==> src/rtl/sspp_pkg.sv <==
`default_nettype none

package sspp_pkg;

  // Pattern length and the width of a step position.
  localparam int unsigned STEP_COUNT = 16;
  localparam int unsigned POS_W      = $clog2(STEP_COUNT);
  localparam logic [POS_W-1:0] POS_LAST = POS_W'(STEP_COUNT - 1);

  localparam logic [15:0] TPS_RESET = 16'd500;
  localparam logic [6:0]  NOTE_BASE = 7'd60;
  localparam logic [6:0]  OCTAVE    = 7'd12;
  localparam logic [3:0]  NOTE_MAX  = 4'd12;

  // Key codes carried with a tick.
  localparam logic [3:0] CMD_NONE     = 4'd0;
  localparam logic [3:0] CMD_PLAY     = 4'd1;
  localparam logic [3:0] CMD_REC      = 4'd2;
  localparam logic [3:0] CMD_BACK     = 4'd3;
  localparam logic [3:0] CMD_NEXT     = 4'd4;
  localparam logic [3:0] CMD_OCT_DOWN = 4'd5;
  localparam logic [3:0] CMD_OCT_UP   = 4'd6;
  localparam logic [3:0] CMD_ACCENT   = 4'd7;
  localparam logic [3:0] CMD_SLIDE    = 4'd8;
  localparam logic [3:0] CMD_NOTE     = 4'd9;

  // Run modes.
  localparam logic [1:0] MODE_STOP = 2'd0;
  localparam logic [1:0] MODE_PLAY = 2'd1;
  localparam logic [1:0] MODE_REC  = 2'd2;

  // One pattern step as held in the store.
  typedef struct packed {
    logic [3:0] note;
    logic       gate;
    logic       oct_down;
    logic       oct_up;
    logic       accent;
    logic       slide;
  } step_t;

  localparam step_t STEP_RESET = '{note: 4'd0, gate: 1'b1, oct_down: 1'b0,
                                   oct_up: 1'b0, accent: 1'b0, slide: 1'b0};

endpackage

`default_nettype wire

==> src/rtl/sspp_if.sv <==
`default_nettype none

// Tick channel: one key code and note key per transfer.
interface sspp_in_if;
  logic       valid;
  logic       ready;
  logic [3:0] cmd;
  logic [3:0] note_key;

  modport source (output valid, output cmd, output note_key, input ready);
  modport sink (input valid, input cmd, input note_key, output ready);
endinterface

// Result channel: the player state after one tick.
interface sspp_out_if;
  logic       valid;
  logic       ready;
  logic       gate_out;
  logic [6:0] midi_note;
  logic       accent_out;
  logic       slide_out;
  logic       previous_slide;
  logic [3:0] step_index;
  logic [1:0] mode_out;

  modport source (output valid, output gate_out, output midi_note, output accent_out,
                  output slide_out, output previous_slide, output step_index,
                  output mode_out, input ready);
  modport sink (input valid, input gate_out, input midi_note, input accent_out,
                input slide_out, input previous_slide, input step_index,
                input mode_out, output ready);
endinterface

// Configuration write channel: ticks per step.
interface sspp_cfg_if;
  logic        valid;
  logic        ready;
  logic [15:0] data;

  modport source (output valid, output data, input ready);
  modport sink (input valid, input data, output ready);
endinterface

`default_nettype wire

==> src/rtl/step_sequencer_pattern_player.sv <==
// Step sequencer pattern player.
// in_ch carries one tick per transfer, optionally with a key press (cmd) and a
// note key. Every tick produces exactly one result transfer on out_ch with the
// gate, MIDI note, accent/slide flags of the current step, the slide flag of
// the step before it, the step position and the run mode. cfg_ch writes
// ticks_per_step (always ready) and also reloads the tick countdown; it is
// meant to be written only while no tick is in flight.
// A tick is parked in a one-entry input buffer, then goes through a key step that
// applies the key (read-modify-write of the pattern memory) and a clock step that
// applies the clock and loads the output register. The buffer can take the next
// tick while one is being worked on, and a buffered tick is taken as the one
// before it finishes its clock step; each tick reads the memory in both steps.
// When the receiver stalls, the finished result is held in the output register
// and one further tick can still be accepted into the input buffer.
// Synchronous reset (rst_n low) returns to stop mode at step 0 with the gate
// closed and ticks_per_step at 500; the pattern reads as note 0, gate on, all
// flags clear, through per-entry valid bits, so no clearing pass is needed.

`default_nettype none

module step_sequencer_pattern_player (
  input  wire           clk,
  input  wire           rst_n,
  sspp_in_if.sink       in_ch,
  sspp_out_if.source    out_ch,
  sspp_cfg_if.sink      cfg_ch
);

  localparam int unsigned PW = sspp_pkg::POS_W;

  // One-hot sequencer states.
  typedef enum logic [2:0] {
    ST_IDLE = 3'b001,
    ST_KEY  = 3'b010,
    ST_CLK  = 3'b100
  } state_t;

  state_t state_r, state_nxt;

  // Pattern memory and its per-entry valid bits. An entry that was never
  // written reads as the reset step.
  sspp_pkg::step_t mem [sspp_pkg::STEP_COUNT];
  logic [sspp_pkg::STEP_COUNT-1:0] vld_r;

  // Input buffer and the tick being worked on.
  logic       buf_v_r;
  logic [3:0] buf_cmd_r, buf_key_r;
  logic [3:0] cur_cmd_r, cur_key_r;

  // Player state.
  logic [1:0]    mode_r;
  logic [PW-1:0] pos_r;
  logic [15:0]   cd_r;
  logic [15:0]   tps_r;
  logic          gate_r;
  logic          adv_r, start_r;

  // Memory read ports and write forwarding.
  logic [PW-1:0]   ra_a, ra_b, ra_a_r, ra_b_r;
  sspp_pkg::step_t rd_a_r, rd_b_r;
  logic            rd_a_v_r, rd_b_v_r;
  logic            fwd_v_r;
  logic [PW-1:0]   fwd_addr_r;
  sspp_pkg::step_t fwd_data_r;
  sspp_pkg::step_t ent_a, ent_b;

  // Output register.
  logic out_valid_r;

  // Key stage results.
  logic [1:0]      mode_k;
  logic [PW-1:0]   pos_k, pos_f, prev_f, prev_r;
  logic [15:0]     cd_k, cd_f;
  logic            start_k, adv_k, edit_k, mem_we;
  sspp_pkg::step_t ent_w;

  // Clock stage results.
  sspp_pkg::step_t ent_k;
  logic [15:0]     close_at;
  logic            gate_c, fin, take;
  logic [6:0]      midi_c;

  assign in_ch.ready  = ~buf_v_r;
  assign cfg_ch.ready = 1'b1;

  assign fin  = (state_r == ST_CLK) && (~out_valid_r || out_ch.ready);
  assign take = buf_v_r && ((state_r == ST_IDLE) || fin);

  always_comb begin
    state_nxt = state_r;
    case (state_r)
      ST_IDLE: if (take) state_nxt = ST_KEY;
      ST_KEY:  state_nxt = ST_CLK;
      ST_CLK: begin
        if (fin) state_nxt = take ? ST_KEY : ST_IDLE;
      end
      default: state_nxt = ST_IDLE;
    endcase
  end

  // Read data with the reset value for unwritten entries and forwarding of the
  // write made in the previous cycle.
  always_comb begin
    ent_a = rd_a_v_r ? rd_a_r : sspp_pkg::STEP_RESET;
    if (fwd_v_r && (fwd_addr_r == ra_a_r)) ent_a = fwd_data_r;
    ent_b = rd_b_v_r ? rd_b_r : sspp_pkg::STEP_RESET;
    if (fwd_v_r && (fwd_addr_r == ra_b_r)) ent_b = fwd_data_r;
  end

  // Key handling. Port A holds the entry at the current step here.
  always_comb begin
    mode_k  = mode_r;
    pos_k   = pos_r;
    cd_k    = cd_r;
    start_k = 1'b0;
    edit_k  = 1'b0;
    ent_w   = ent_a;
    case (cur_cmd_r)
      sspp_pkg::CMD_PLAY: begin
        if (mode_r == sspp_pkg::MODE_PLAY) begin
          mode_k = sspp_pkg::MODE_STOP;
        end else begin
          pos_k   = '0;
          cd_k    = tps_r;
          start_k = 1'b1;
          mode_k  = sspp_pkg::MODE_PLAY;
        end
      end
      sspp_pkg::CMD_REC: begin
        mode_k = sspp_pkg::MODE_REC;
        pos_k  = '0;
      end
      sspp_pkg::CMD_BACK: begin
        if (mode_r == sspp_pkg::MODE_REC && pos_r != '0) pos_k = pos_r - 1'b1;
      end
      sspp_pkg::CMD_NEXT: begin
        if (mode_r == sspp_pkg::MODE_REC && pos_r != sspp_pkg::POS_LAST) begin
          pos_k = pos_r + 1'b1;
        end
      end
      sspp_pkg::CMD_OCT_DOWN: begin
        edit_k = (mode_r == sspp_pkg::MODE_REC);
        ent_w.oct_down = ~ent_a.oct_down;
      end
      sspp_pkg::CMD_OCT_UP: begin
        edit_k = (mode_r == sspp_pkg::MODE_REC);
        ent_w.oct_up = ~ent_a.oct_up;
      end
      sspp_pkg::CMD_ACCENT: begin
        edit_k = (mode_r == sspp_pkg::MODE_REC);
        ent_w.accent = ~ent_a.accent;
      end
      sspp_pkg::CMD_SLIDE: begin
        edit_k = (mode_r == sspp_pkg::MODE_REC);
        ent_w.slide = ~ent_a.slide;
      end
      sspp_pkg::CMD_NOTE: begin
        edit_k = (mode_r == sspp_pkg::MODE_REC) && (cur_key_r <= sspp_pkg::NOTE_MAX);
        if (ent_a.note == cur_key_r) begin
          ent_w.gate = ~ent_a.gate;
        end else begin
          ent_w.gate = 1'b1;
          ent_w.note = cur_key_r;
        end
      end
      default: ;
    endcase
    // The clock's step advance is decided here too, so that the clock stage
    // finds both the new step and its predecessor on the two read ports.
    adv_k  = (mode_k == sspp_pkg::MODE_PLAY) && (cd_k == '0);
    if (adv_k) begin
      pos_f = (pos_k == sspp_pkg::POS_LAST) ? '0 : pos_k + 1'b1;
    end else begin
      pos_f = pos_k;
    end
    cd_f   = adv_k ? tps_r : cd_k;
    prev_f = (pos_f == '0) ? sspp_pkg::POS_LAST : pos_f - 1'b1;
  end

  assign mem_we = (state_r == ST_KEY) && edit_k;
  assign prev_r = (pos_r == '0) ? sspp_pkg::POS_LAST : pos_r - 1'b1;
  assign ra_a   = (state_r == ST_KEY) ? pos_f  : pos_r;
  assign ra_b   = (state_r == ST_KEY) ? prev_f : prev_r;

  // Clock handling. Port A holds the final step, port B the step before it;
  // when the step advanced, the step that the key left is the one on port B.
  always_comb begin
    ent_k    = adv_r ? ent_b : ent_a;
    close_at = tps_r - {1'b0, tps_r[15:1]};
    gate_c   = gate_r;
    if (start_r && ent_k.gate) gate_c = 1'b1;
    if (adv_r && ent_a.gate) gate_c = 1'b1;
    if ((cd_r <= close_at) && gate_c &&
        !(ent_a.slide && mode_r == sspp_pkg::MODE_PLAY)) begin
      gate_c = 1'b0;
    end
    midi_c = sspp_pkg::NOTE_BASE + {3'b000, ent_a.note};
    if (ent_a.oct_down) midi_c = midi_c - sspp_pkg::OCTAVE;
    if (ent_a.oct_up) midi_c = midi_c + sspp_pkg::OCTAVE;
  end

  // Pattern memory: one write port, two registered read ports.
  always_ff @(posedge clk) begin
    if (mem_we) mem[pos_r] <= ent_w;
    rd_a_r     <= mem[ra_a];
    rd_b_r     <= mem[ra_b];
    ra_a_r     <= ra_a;
    ra_b_r     <= ra_b;
    fwd_addr_r <= pos_r;
    fwd_data_r <= ent_w;
  end

  always_ff @(posedge clk) begin
    if (!rst_n) begin
      vld_r    <= '0;
      rd_a_v_r <= 1'b0;
      rd_b_v_r <= 1'b0;
      fwd_v_r  <= 1'b0;
    end else begin
      if (mem_we) vld_r[pos_r] <= 1'b1;
      rd_a_v_r <= vld_r[ra_a];
      rd_b_v_r <= vld_r[ra_b];
      fwd_v_r  <= mem_we;
    end
  end

  // Input buffer and current tick.
  always_ff @(posedge clk) begin
    if (!rst_n) begin
      buf_v_r <= 1'b0;
    end else if (take) begin
      buf_v_r <= 1'b0;
    end else if (in_ch.valid && in_ch.ready) begin
      buf_v_r <= 1'b1;
    end
  end

  always_ff @(posedge clk) begin
    if (in_ch.valid && in_ch.ready) begin
      buf_cmd_r <= in_ch.cmd;
      buf_key_r <= in_ch.note_key;
    end
    if (take) begin
      cur_cmd_r <= buf_cmd_r;
      cur_key_r <= buf_key_r;
    end
  end

  // Control state and player state.
  always_ff @(posedge clk) begin
    if (!rst_n) begin
      state_r <= ST_IDLE;
      mode_r  <= sspp_pkg::MODE_STOP;
      pos_r   <= '0;
      cd_r    <= sspp_pkg::TPS_RESET;
      tps_r   <= sspp_pkg::TPS_RESET;
      gate_r  <= 1'b0;
      adv_r   <= 1'b0;
      start_r <= 1'b0;
    end else begin
      state_r <= state_nxt;
      if (cfg_ch.valid && cfg_ch.ready) begin
        tps_r <= cfg_ch.data;
        cd_r  <= cfg_ch.data;
      end else if (state_r == ST_KEY) begin
        cd_r <= cd_f;
      end else if (fin && cd_r != '0) begin
        cd_r <= cd_r - 1'b1;
      end
      if (state_r == ST_KEY) begin
        mode_r  <= mode_k;
        pos_r   <= pos_f;
        adv_r   <= adv_k;
        start_r <= start_k;
      end
      if (fin) gate_r <= gate_c;
    end
  end

  // Output register.
  always_ff @(posedge clk) begin
    if (!rst_n) begin
      out_valid_r <= 1'b0;
    end else if (fin) begin
      out_valid_r <= 1'b1;
    end else if (out_ch.ready) begin
      out_valid_r <= 1'b0;
    end
  end

  always_ff @(posedge clk) begin
    if (fin) begin
      out_ch.gate_out       <= gate_c;
      out_ch.midi_note      <= midi_c;
      out_ch.accent_out     <= ent_a.accent;
      out_ch.slide_out      <= ent_a.slide;
      out_ch.previous_slide <= ent_b.slide;
      out_ch.step_index     <= 4'(pos_r);
      out_ch.mode_out       <= mode_r;
    end
  end

  assign out_ch.valid = out_valid_r;

  // The pattern is only edited in record mode, during the key cycle.
  a_we_rec: assert property (@(posedge clk) disable iff (!rst_n)
    mem_we |-> (state_r == ST_KEY) && (mode_r == sspp_pkg::MODE_REC))
    else $error("pattern write outside record key cycle");

  // The key cycle is always followed by the clock cycle.
  a_key_clk: assert property (@(posedge clk) disable iff (!rst_n)
    (state_r == ST_KEY) |=> (state_r == ST_CLK))
    else $error("key cycle not followed by clock cycle");

  // A new result appears only as a tick finishes its clock cycle.
  a_out_src: assert property (@(posedge clk) disable iff (!rst_n)
    $rose(out_valid_r) |-> $past(fin))
    else $error("result raised without a finished tick");

  // An edit never moves the step, so the written entry is the final step.
  a_edit_pos: assert property (@(posedge clk) disable iff (!rst_n)
    mem_we |-> (pos_f == pos_r))
    else $error("edit coincides with a step move");

  // The run mode stays within its three codes.
  a_mode: assert property (@(posedge clk) disable iff (!rst_n)
    (mode_r == sspp_pkg::MODE_STOP) || (mode_r == sspp_pkg::MODE_PLAY) ||
    (mode_r == sspp_pkg::MODE_REC))
    else $error("illegal run mode");

endmodule

`default_nettype wire

==> src/flat_wrapper.sv <==
// flat-port wrapper written by rule: the top's interface ports become plain ports
module step_sequencer_pattern_player_flat 
  (clk, rst_n, in_ch_valid, in_ch_cmd, in_ch_note_key, in_ch_ready, out_ch_valid, out_ch_gate_out, out_ch_midi_note, out_ch_accent_out, out_ch_slide_out, out_ch_previous_slide, out_ch_step_index, out_ch_mode_out, out_ch_ready, cfg_ch_valid, cfg_ch_data, cfg_ch_ready);
  sspp_in_if in_ch_i ();
  sspp_out_if out_ch_i ();
  sspp_cfg_if cfg_ch_i ();
  input  wire clk;
  input  wire rst_n;
  input wire logic [$bits(in_ch_i.valid)-1:0] in_ch_valid;
  input wire logic [$bits(in_ch_i.cmd)-1:0] in_ch_cmd;
  input wire logic [$bits(in_ch_i.note_key)-1:0] in_ch_note_key;
  output wire logic [$bits(in_ch_i.ready)-1:0] in_ch_ready;
  output wire logic [$bits(out_ch_i.valid)-1:0] out_ch_valid;
  output wire logic [$bits(out_ch_i.gate_out)-1:0] out_ch_gate_out;
  output wire logic [$bits(out_ch_i.midi_note)-1:0] out_ch_midi_note;
  output wire logic [$bits(out_ch_i.accent_out)-1:0] out_ch_accent_out;
  output wire logic [$bits(out_ch_i.slide_out)-1:0] out_ch_slide_out;
  output wire logic [$bits(out_ch_i.previous_slide)-1:0] out_ch_previous_slide;
  output wire logic [$bits(out_ch_i.step_index)-1:0] out_ch_step_index;
  output wire logic [$bits(out_ch_i.mode_out)-1:0] out_ch_mode_out;
  input wire logic [$bits(out_ch_i.ready)-1:0] out_ch_ready;
  input wire logic [$bits(cfg_ch_i.valid)-1:0] cfg_ch_valid;
  input wire logic [$bits(cfg_ch_i.data)-1:0] cfg_ch_data;
  output wire logic [$bits(cfg_ch_i.ready)-1:0] cfg_ch_ready;
  assign in_ch_i.valid = in_ch_valid;
  assign in_ch_i.cmd = in_ch_cmd;
  assign in_ch_i.note_key = in_ch_note_key;
  assign in_ch_ready = in_ch_i.ready;
  assign out_ch_valid = out_ch_i.valid;
  assign out_ch_gate_out = out_ch_i.gate_out;
  assign out_ch_midi_note = out_ch_i.midi_note;
  assign out_ch_accent_out = out_ch_i.accent_out;
  assign out_ch_slide_out = out_ch_i.slide_out;
  assign out_ch_previous_slide = out_ch_i.previous_slide;
  assign out_ch_step_index = out_ch_i.step_index;
  assign out_ch_mode_out = out_ch_i.mode_out;
  assign out_ch_i.ready = out_ch_ready;
  assign cfg_ch_i.valid = cfg_ch_valid;
  assign cfg_ch_i.data = cfg_ch_data;
  assign cfg_ch_ready = cfg_ch_i.ready;
  step_sequencer_pattern_player u_core (.clk(clk), .rst_n(rst_n), .in_ch(in_ch_i), .out_ch(out_ch_i), .cfg_ch(cfg_ch_i));
endmodule
==> config.mk <==
export PLATFORM = sky130hd
export DESIGN_NAME = step_sequencer_pattern_player_flat
export DESIGN_NICKNAME = d
export VERILOG_FILES = /design/src/rtl/sspp_pkg.sv /design/src/rtl/sspp_if.sv /design/src/rtl/step_sequencer_pattern_player.sv /design/src/flat_wrapper.sv
export SDC_FILE = /design/constraint.sdc
export NUM_CORES = 1
export LEC_CHECK = 0
export ABC_CLOCK_PERIOD_IN_PS = 8500
export BUFFER_PORTS_ARGS = -buffer_cell sky130_fd_sc_hd__buf_2
export CORE_MARGIN = 3
export CORE_UTILIZATION = 48
export CTS_BUF_LIST = sky130_fd_sc_hd__clkbuf_2
export DETAILED_ROUTE_END_ITERATION = 10
export PLACE_DENSITY_LB_ADDON = 0.3
export SLEW_MARGIN = 20
export SYNTH_ARGS = -nofsm -noshare
export SYNTH_HDL_FRONTEND = slang
export SYNTH_SLANG_ARGS = --single-unit
==> constraint.sdc <==
create_clock -name clk -period 8.5 [get_ports clk]
set_input_delay 1.7 -clock clk [delete_from_list [all_inputs] [get_ports clk]]
set_output_delay 1.7 -clock clk [all_outputs]
set_load 0.005 [all_outputs]
# Word level (Yosys, flattened, before mapping)
# Memories as Yosys holds them, arrays and structs flattened. A register that Yosys moved wholly into a read port is not among the register bits.
# Index checks and enable logic that the tools add are counted.
[op_classes] addsub=9 order_cmp=6 eq_ne=22 muxes=52 bitwise=9 reduce_logical=30
[ops] op="$mux W16" count=6
[ops] op="$mux W4" count=10
[ops] op="$mux W5" count=4
[ops] op="$mux W1" count=18
[ops] op="$mux W9" count=2
[ops] op="$logic_and A1 B1 Y1" count=17
[ops] op="$eq A4 B3 Y1 const B" count=4
[ops] op="$le A16 B16 Y1" count=1
[ops] op="$logic_not A16 Y1" count=1
[ops] op="$or A16 B16 Y16" count=1
[ops] op="$pmux W4 S4" count=1
[ops] op="$reduce_bool A16 Y1" count=1
[ops] op="$sub A16 B1 Y16 const B" count=1
[ops] op="$sub A16 B15 Y16" count=1
[ops] op="$lt A4 B5 Y1 const B" count=3
[ops] op="$mux W7" count=2
[ops] op="$eq A4 B4 Y1" count=3
[ops] op="$eq A4 B4 Y1 const B" count=3
[ops] op="$pmux W3 S3" count=1
[ops] op="$add A4 B1 Y4 const B" count=2
[ops] op="$bmux W1 S4" count=2
[ops] op="$eq A4 B2 Y1 const B" count=2
[ops] op="$logic_not A4 Y1" count=2
[ops] op="$not A1 Y1" count=8
[ops] op="27 further kinds" count=32
[totals] reg_bits=119 ramBits=144 out_inout_bits=20 word_cells=163 mem_count=1
[memory_table] name="u_core.mem" depth=16 width=9 rd=2 rd_ports_with_merged_regs=2 write_ports=1 line_no="step_sequencer_pattern_player.sv:42" rtl="sspp_pkg::step_t mem [sspp_pkg::STEP_COUNT];"

# Logic depth before layout (Yosys ltp)
# Gate-level depths: netlist (run 1).
[logic_depth] ltp_word=12 ltp_mapped=21 ltp_nobuf=21

# Least setup slack after synthesis (run 1)
# No wires, ideal clock.
[synth_path] path_kind="reg2reg" from="register u_core.pos_r[1]" to="register u_core.rd_b_v_r" t_arrival_ns=4.309 setup_slack_ns=4.121 stages_incl_launch_ff=20 n_path_buf=1 period_less_slack_ns=4.379 path_cell_list="dfxtp_1 > inv_1 > ha_1 > or3b_2 > nor3b_1 > a211oi_1 > o21bai_1 > inv_1 > ha_1 > mux2i_1 > ha_1 > inv_1 > or4b_1 > o32a_2 > a21o_1 > buf_2 > mux2i_1 > a22o_1 > or3_1 > a21oi_1"
[synth_via] elab_chain_cells=12 word_cells_on_any_way=22
[synth_rtl] element="start, declared" line_no="step_sequencer_pattern_player.sv:52" rtl="logic [PW-1:0] pos_r;"
[synth_rtl] element="start signal, assigned" line_no="step_sequencer_pattern_player.sv:272" rtl="pos_r <= pos_f;"
[synth_rtl] element="branches (longest 9 deep; another with $add A4 B1 Y4)"
[synth_rtl] element="$mux W4 (*)" line_no="step_sequencer_pattern_player.sv:183" rtl="assign ra_b = (state_r == ST_KEY) ? prev_f : prev_r;"
[synth_rtl] element="$bmux W1 S4 (*)" line_no="step_sequencer_pattern_player.sv:222" rtl="rd_b_v_r <= vld_r[ra_b];"
[synth_rtl] element="$mux W1 (not written as such) (*)" line_no="step_sequencer_pattern_player.sv:222"
[synth_rtl] element="end signal, assigned" line_no="step_sequencer_pattern_player.sv:222"
[synth_rtl] element="end, declared" line_no="step_sequencer_pattern_player.sv:61" rtl="logic rd_a_v_r, rd_b_v_r;"
# Every way passes the cells marked *. The select of a mux whose other input is x is not followed.
# A chain may end at the register's enable or synchronous reset.

# Final worst setup path (run 1)
[layout_path] from="register u_core.pos_r[1]" to="register u_core.rd_a_r[1] (netlist name)"
[layout_via] elab_chain_cells=8 word_cells_on_any_way=15
[layout_rtl] element="branches (longest 7 deep; another with $add A4 B1 Y4)"
[layout_rtl] element="$mux W4 (*)"
# Every way passes the cells marked *.

==> results of run 1 <==
routing by layer:
metal  share of wire (%)  track usage, %  wire length (µm)  up-vias
li1                    -               -                 -     4961
met1                  46           32.04             15770     4935
met2                  43           33.57             14820      425
met3                 8.7           5.863              2987       55
met4                 2.0           7.736               687        0
met5                   0               0                 0        -
flip-flops by register name, summed over array words and instances, names as in the netlist, 2 cells and up:
signal / count
u_core.mem: 144
u_core.cd_r: 16
u_core.tps_r: 16
u_core.vld_r: 16
u_core.fwd_data_r: 9
u_core.rd_a_r: 9
u_core.out_ch.midi_note: 7
u_core.buf_cmd_r: 4
u_core.buf_key_r: 4
u_core.cur_cmd_r: 4
u_core.cur_key_r: 4
u_core.fwd_addr_r: 4
u_core.out_ch.step_index: 4
u_core.pos_r: 4
u_core.ra_a_r: 4
u_core.ra_b_r: 4
u_core.state_r: 3
u_core.mode_r: 2
u_core.out_ch.mode_out: 2
u_core.rd_b_r: 2
path summary, 6_finish.rpt:
| path | endpoint | depth (start not counted) | slack (ns) |
|---|---|---|---|
| setup reg to reg | u_core.rd_a_r[1] | 18 | 3.14 |
| setup / recovery | u_core.rd_a_r[1] | 18 | 3.14 |
| hold reg to reg | u_core.cur_cmd_r[3] | 0 | 0.42 |
| hold / removal | u_core.cur_cmd_r[3] | 0 | 0.42 |
layout make-up:
| class | count | area (µm²) | area share, % |
|---|---|---|---|
| timing repair buffer | 69 | 400.4 | 2.711 |
| multi-input combinational | 909 | 5714 | 38.69 |
| tap | 372 | 465.4 | 3.152 |
| clock inverter | 24 | 163.9 | 1.110 |
| sequential | 274 | 7257 | 49.14 |
| clock buffer | 105 | 525.5 | 3.558 |
| inverter | 63 | 236.5 | 1.601 |
| antenna | 2 | 5.005 | 0.03389 |
power by group through the flow:
stage	Combinational [µW]	Clock (µW)	Sequential (µW)
2_1_floorplan	137	0	1470
5_1_grt	207	1030	1450
3_5_place_dp	180	0	1480
4_1_cts	181	962	1450
6_report	183	935	1450
3_3_place_gp	174	0	1480
metrics by stage:
stage	area (µm²)	util, %	total power [µW]	cells	hold slack, ns
6_report	14770	54.34	2568	1818	0.4163
5_1_grt	14770	54.34	2694	1818	0.4484
4_1_cts	14730	54.21	2592	1816	0.4335
3_5_place_dp	14040	51.67	1660	1687	0.4098
3_3_place_gp	14020	51.57	1653	1687	0.4010
2_1_floorplan	13360	-	1605	1315	0.3555
Yosys cell counts (4+ instances only):
cell / n / area [µm²]
a211oi_1: 22 / 165.2
a21o_1: 8 / 60.06
a21oi_1: 70 / 350.3
a222oi_1: 4 / 40.04
a311o_1: 7 / 70.07
a311oi_1: 13 / 113.9
a31oi_1: 27 / 168.9
and2_1: 9 / 56.30
and3_1: 36 / 225.2
buf_1: 6 / 22.52
buf_2: 14 / 70.07
clkbuf_1: 44 / 165.2
dfxtp_1: 97 / 1942
edfxtp_1: 177 / 5315
ha_1: 41 / 513.0
inv_1: 59 / 221.5
mux2i_1: 47 / 470.5
nand2_1: 246 / 923.4
nand2b_1: 27 / 168.9
nand3_1: 26 / 130.1
nand3b_1: 5 / 37.54
nand4_1: 10 / 62.56
nor2_1: 72 / 270.3
nor2b_1: 14 / 87.58
nor3_1: 21 / 105.1
nor4_1: 17 / 106.4
o211ai_1: 15 / 112.6
o21a_1: 16 / 120.1
o21ai_0: 47 / 235.2
o22ai_1: 4 / 25.02
or2_2: 5 / 31.28
xnor2_1: 15 / 131.4
xor2_1: 16 / 140.1
kinds of logic after synthesis:
| family | share of synthesized area, % |
|---|---|
| compound gates | 13.97 |
| buf+inv | 4.035 |
| flops | 54.30 |
| other cells | 0.02806 |
| mux | 3.605 |
| xor+xnor | 2.200 |
| simple gates | 17.87 |
| fa+ha+maj | 3.988 |
worst max-delay path, stage by stage, from the launching register on:
cell and delay, ns:
dfxtp_1 0.45, inv_1 0.16, ha_1 0.23, or3b_2 0.50, nor3b_1 0.18, a211oi_1 0.36
o21bai_1 0.22, inv_1 0.09, ha_1 0.21, and4_1 0.21, o31a_2 0.35, buf_4 0.34
inv_2 0.56, buf_4 0.53, nand2_1 0.10, and3_1 0.20, a311oi_1 0.26, a211oi_1 0.09
a31oi_1 0.16
placed cells by master (no fill, tap or decap), types with 15 or more instances in the layout:
cell type  count
edfxtp_1     177
ha_1          41
clkinv_1      17
buf_2         47
a21oi_1       62
nand2_1      246
and3_1        36
nor3_1        21
buf_4         22
o21a_1        16
nand3_1       26
mux2i_1       47
xor2_1        15
a211oi_1      22
clkbuf_2     105
o21ai_0       47
nor2_1        71
o211ai_1      15
dfxtp_1       97
inv_1         59
a31oi_1       27
nand2b_1      27
==> results.cfg, run 1 <==
[run_status]
status = complete, no violations

[hold_path]
worstHoldPathType = reg2reg
min_from = u_core.buf_cmd_r[3]

[die]
core_area_um2 = 27180
die-area_um2 = 29880
initial_core_util_pct = 49.18
fp.dieH_um = 172.9
placement_rows = 60
die_w_um = 172.9
ios = 49

[clocking]
numCtsBuffers = 70
clk_latency_ns = 0.86
cts_resized = 0
cts.clk_slew.worst_paths_ns = 0.10
clockRootBuffer = clkbuf_2
clockBufferDepth = 3
postCtsSetupRepairBufs = 0
cts_hold_buf = 0
cts_tree = yes
h-tree-depth = 3
cts_num_sinks = 274

[sta]
fin_worst_skew_ns = 0.06245
period_share_pct = 63.06
finalWorstSetupSlack_ns = 3.140
post-route-min-period_ns = 5.360
drv_slew = 0
fmax_ghz = 0.1866
max_slew_margin_pct = 29.51
setup_tns_ns = 0
hold_viol_final = 0
worst_slew_pin_slew_ns = 1.057
rsz0062_at_grt = false
final-setup-viol-count = 0

[power_and_ir_drop]
p_per_area_nw_per_um2 = 173.9
pwr-share-seq_pct = 56.5
p_leak_uw = 0.005630
ir_worst_vdd_v = 0.00009367
internal_power_uw = 1896
switchingPower_uw = 671.8
combinationalPowerShare_pct = 7.1
switching_share_pct = 26.16
pwr-share-clk_pct = 36.4

[global_routing]
grt_pass1_vias = 9965
grt_start_max_net_pins = 83
grt.total_usage_pct = 22.52
antenna_found_initial = 1
grt_pass1_wl_um = 53610
overflow = 0

[finish]
fillers = 2451
areaGrowthSynthToFinish_pct = 10.50
drive_gt1_share_pct = 15.72
nets = 1458

[routing]
drc = 0
antenna_left = 0
vias_per_cell = 5.707
first_pass_iters = 5
wire_per_inst_um = 18.84
route.vias.total = 10380
drtIter0Drc = 1020
finalWirelength_um = 34260

[place]
io_buffers = 47
pre_cts_slack_ns = 3.178
place_hpwl_um = 21880
globalplace.congestion = 0.8730

[worst_setup_path]
crit_path_max_fanout = 82
crit_start = u_core.pos_r[1]
critPathKind = reg2reg
setup.worst_path.start_class = register
r2r_start = u_core.pos_r[1]
arrival_ns = 6.15
crit_required_ns = 9.29
cp-end-kind = register

[synth]
syn-instance-count = 1315
syn_nets = 1386
synth_top_flop_cell = edfxtp_1
ys_ff_latch = 274
ys_warn_count = 0
synth-edff-count = 177
synthesis.area_um2 = 13360
postSynthAreaPerCell_um2 = 10.16
synthArstFlopShare_pct = 0
synthDistinctLibCells = 80
yosysSeqAreaShare_pct = 54.30

[job]
maxCapViolCount = 0
No activity file was read; power rests on OpenSTA's default activity.
==> run 2, diff against run 1 <==
Settings changed: ABC_CLOCK_PERIOD_IN_PS 8500 to 4600.
Clock period 8.5 ns to 4.6 ns, I/O delays scaled along.
==> results.cfg, run 2 (synthesis results as in run 1) <==
[run_status]
status = complete, no violations

[die]
ios = 49
die_w_um = 172.9
fp.dieH_um = 172.9
placement_rows = 60
core_area_um2 = 27180
die-area_um2 = 29880
initial_core_util_pct = 49.18

[sta]
drv_slew = 0
post-route-min-period_ns = 4.418
hold_ws_ns = 0.2615
fin_worst_skew_ns = 0.09881
max_slew_margin_pct = 38.64
fmax_ghz = 0.2263
final-setup-viol-count = 0
worst_slew_pin_slew_ns = 0.9204
hold_viol_final = 0
period_share_pct = 96.04

[worst_setup_path]
critPathMaxStageDelay_ns = 0.50
critPathKind = reg2reg
crit_path_max_fanout = 6
crit_required_ns = 5.32
arrival_ns = 5.14
cp_cell_sequence = inv_1 > ha_1 > or3b_4 > nor3b_2 > a221o_1 > a21o_1 > ha_1 > mux2i_2 > ha_2 > inv_1 > or4b_1 > o32a_2 > a21o_4 > mux2i_1 > a22o_1 > or3_1 > a21oi_1
slowest_stage = or4b_1
cp-end-kind = register
worst-path-buf-inv = 2
setup.worst_path.start_class = register
path_delay_family = compound AO/OA/AOI/OAI gates

[clocking]
numCtsBuffers = 71
h-tree-depth = 3
cts_num_sinks = 274
clockBufferDepth = 3
cts.clk_slew.worst_paths_ns = 0.09
cts_hold_buf = 0
cts_tree = yes
clockRootBuffer = clkbuf_2
clk_latency_ns = 0.89

[place]
globalplace.congestion = 0.9002
io_buffers = 47
place_hpwl_um = 22930

[finish]
drive_gt1_share_pct = 19.12
nets = 1499
fillers = 2455
areaGrowthSynthToFinish_pct = 13.22
final_common_cell = nand2_1
seqCellArea_um2 = 7257
largest_register = u_core.mem
mostFrequentLayoutCells = 246 x nand2_1, 177 x edfxtp_1, 116 x clkbuf_2
multi_input_area_um2 = 5731
largest_reg_flops = 144

[routing]
vias_per_cell = 5.681
wire_per_inst_um = 18.66
drtIter0Drc = 1021
route.vias.total = 10560
first_pass_iters = 5
finalWirelength_um = 34670
antenna_left = 0
drc = 0

[global_routing]
grt_start_max_net_pins = 82
grt_pass1_wl_um = 54610
antenna_found_initial = 1
grt_pass1_vias = 10100
grt.total_usage_pct = 22.70
overflow = 0

[power_and_ir_drop]
power_uw = 4813
p_per_area_nw_per_um2 = 318.1
ir_worst_vdd_v = 0.0001571
p_leak_uw = 0.005850

[hold_path]
worstHoldPathType = in2reg

[job]
maxCapViolCount = 0
==> run 2: changes by cell type in the layout (fill, tap and decap cells not counted), moves of 2 or more <==
cell and delta:
buf_4 +37, clkbuf_2 +11, clkinv_1 -8, o21ai_0 -5
o21ai_1 +4, buf_12 +2
==> run 2: worst reg2reg max path, delay by kind of cell, from the launching register on <==
family / cells / cell delay (ns)
buf+inv: 2 / 0.14
simple gates: 4 / 1.39
fa+ha+maj: 3 / 0.71
mux: 2 / 0.36
flops: 1 / 0.32
compound gates: 6 / 1.43
==> run 2: where the power goes <==
group | leakage [µW] | internal [µW] | total [µW] | switching [µW]
clock | 0.000537 | 777 | 1780 | 1000
sequential | 0.00242 | 2630 | 2670 | 42.0
combinational | 0.00289 | 152 | 360 | 207
==> run 2: routing by layer <==
metal,vias to the layer above,GRT usage [%],wire (µm),share of wire [%]
met3,52,4.941,3025,8.7
met1,5003,32.98,15560,45
li1,5058,-,-,-
met4,0,6.723,604,1.7
met2,442,34.33,15480,45
met5,-,0,0,0
==> run 2: worst paths after layout <==
kind	startpoint	end	slack (ns)	depth (start not counted)
max	u_core.pos_r[0]	u_core.rd_b_v_r	0.18	17
min	in_ch_cmd[1]	u_core.buf_cmd_r[1]	0.26	1
max reg2reg	u_core.pos_r[0]	u_core.rd_b_v_r	0.18	17
min reg2reg	u_core.buf_key_r[2]	u_core.cur_key_r[2]	0.40	0
==> run 2: layout make-up <==
class / instances / area share, %
flip-flops and latches: 274 / 47.96
multi-input cells: 909 / 37.87
repair buffers: 109 / 4.846
clock buffers: 116 / 3.837
well taps: 372 / 3.076
inverters: 63 / 1.563
clock inverters: 14 / 0.8269
diodes: 1 / 0.01654
==> run 2: stage by stage <==
step                      util (%)  cells  setup TNS (ns)  cell area [µm²]  setup WS, ns
after floorplan                  -   1315               0            13360        0.2208
after global placement       52.60   1722               0            14300        0.1301
after detailed placement     52.66   1722               0            14310       0.06580
after CTS                    55.25   1852               0            15020      0.005493
after global routing         55.68   1858        -0.03159            15130      -0.02327
final                        55.68   1858               0            15130        0.1820
==> run 2: repair_timing <==
action,4_1_cts,5_1_grt
gates resized for setup,0,22
endpoints found under the setup margin,0,6
setup buffers,0,5
==> run 3, diff against run 2 <==
Settings changed: ABC_CLOCK_PERIOD_IN_PS 4600 to 5400.
Clock period 4.6 ns to 5.4 ns, I/O delays scaled along.
==> results.cfg, run 3 (synthesis results as in run 1) <==
[power_and_ir_drop]
power_uw = 4049
switchingPower_uw = 1067
combinationalPowerShare_pct = 7.2
pwr-share-seq_pct = 56.4
p_per_area_nw_per_um2 = 272.4
ir_worst_vdd_v = 0.0001261
p_leak_uw = 0.005692
pwr-share-clk_pct = 36.4
internal_power_uw = 2981
switching_share_pct = 26.36

[finish]
final_util_pct = 54.68
drive_gt1_share_pct = 16.41
mostFrequentLayoutCells = 246 x nand2_1, 177 x edfxtp_1, 104 x clkbuf_2
areaGrowthSynthToFinish_pct = 11.20
largest_register = u_core.mem
largest_reg_flops = 144
nets = 1474
layoutNonFillerInstCount = 1829
fin_area_um2 = 14860
fillers = 2413
final_common_cell = nand2_1

[routing]
drc = 0
route.vias.total = 10500
drtIter0Drc = 1067
first_pass_iters = 7
finalWirelength_um = 34620
vias_per_cell = 5.743
antenna_left = 0
wire_per_inst_um = 18.93

[clocking]
clk_latency_ns = 0.85
clockBufferDepth = 3
cts_num_sinks = 274
clockRootBuffer = clkbuf_2
cts.clk_slew.worst_paths_ns = 0.12
postCtsSetupRepairBufs = 0
cts_hold_buf = 0
cts_tree = yes
numCtsBuffers = 73
h-tree-depth = 3
cts_resized = 0

[place]
globalplace.congestion = 0.8979
dp_cells = 1700
post_dp_cell_area_um2 = 14150
place_hpwl_um = 22570
io_buffers = 47

[worst_setup_path]
cp_cell_sequence = inv_1 > ha_1 > or3b_2 > nor3b_1 > a211oi_1 > o21bai_1 > inv_1 > ha_1 > mux2i_1 > ha_1 > inv_1 > or4b_1 > o32a_2 > a21o_1 > buf_4 > mux2i_1 > mux2i_1 > mux2i_1 > mux2i_1
path_delay_family = simple AND/OR/NAND/NOR gates
setup.worst_path.start_class = register
crit_path_max_fanout = 18
critPathKind = reg2reg
slowest_stage = or3b_2
cpMostUsedCell = mux2i_1
crit_required_ns = 6.12
cp-end-kind = register
arrival_ns = 5.59
critPathMaxStageDelay_ns = 0.51
worst-path-buf-inv = 4
rrSetupSlack_ns = 0.54

[global_routing]
grt_start_max_net_pins = 82
grt_pass1_wl_um = 54320
overflow = 0
antenna_found_initial = 1
grt_pass1_vias = 9811
grt.total_usage_pct = 22.68

[die]
initial_core_util_pct = 49.18
die-area_um2 = 29880
die_w_um = 172.9
core_area_um2 = 27180
ios = 49
placement_rows = 60
fp.dieH_um = 172.9

[sta]
post-route-min-period_ns = 4.865
final-setup-viol-count = 0
period_share_pct = 90.09
worst_slew_pin_slew_ns = 1.086
hold_viol_final = 0
max_slew_margin_pct = 27.54
fin_worst_skew_ns = 0.06790
setup_tns_ns = 0
fmax_ghz = 0.2056
rsz0062_at_grt = false
drv_slew = 0

[job]
maxCapViolCount = 0

[hold_path]
worstHoldPathType = reg2reg

[run_status]
status = complete, no violations
## run 3: changes by cell type in the layout (fill, tap and decap cells not counted), moves of 3 or more
| cell | change |
|---|---|
| buf_4 | -26 |
| clkbuf_2 | -12 |
| clkinv_1 | +6 |
| clkinv_2 | +3 |
| o21ai_0 | +5 |
| o21ai_1 | -4 |
## run 3: area by class of cell
class | count | area [µm²] | share of cell area (%)
clock inverter | 24 | 161.4 | 1.086
antenna | 1 | 2.502 | 0.01684
multi-input combinational | 909 | 5694 | 38.32
timing repair buffer | 82 | 523.0 | 3.519
sequential | 274 | 7257 | 48.83
clock buffer | 104 | 520.5 | 3.503
tap | 372 | 465.4 | 3.132
inverter | 63 | 236.5 | 1.591
## run 3: final timing paths
kind,startpoint,to,cells after the start
max,u_core.pos_r[1],u_core.rd_b_r[4],19
min,u_core.buf_key_r[0],u_core.cur_key_r[0],0
max reg2reg,u_core.pos_r[1],u_core.rd_b_r[4],19
min reg2reg,u_core.buf_key_r[0],u_core.cur_key_r[0],0
## run 3: routing by layer
metal | up-vias | wire length (µm) | track usage [%]
li1 | 4996 | - | -
met5 | - | 0 | 0
met4 | 0 | 652 | 7.264
met2 | 424 | 15230 | 34.08
met3 | 49 | 2962 | 4.897
met1 | 5035 | 15770 | 32.90
## run 3: power by group through the flow
stage	combinational [µW]	clock (µW)	sequential [µW]
after global routing	323	1650	2290
after floorplan	216	0	2310
after global placement	275	0	2330
after detailed placement	283	0	2330
after CTS	285	1530	2280
final	290	1480	2280
## run 3: through the flow
step	worst slack (ns)	hold slack [ns]
floorplan	1.021	0.3555
detailed placement	0.5998	0.4110
finish	0.5351	0.4231
global route	0.1717	0.3648
global placement	0.7714	0.4071
CTS	0.5865	0.3423
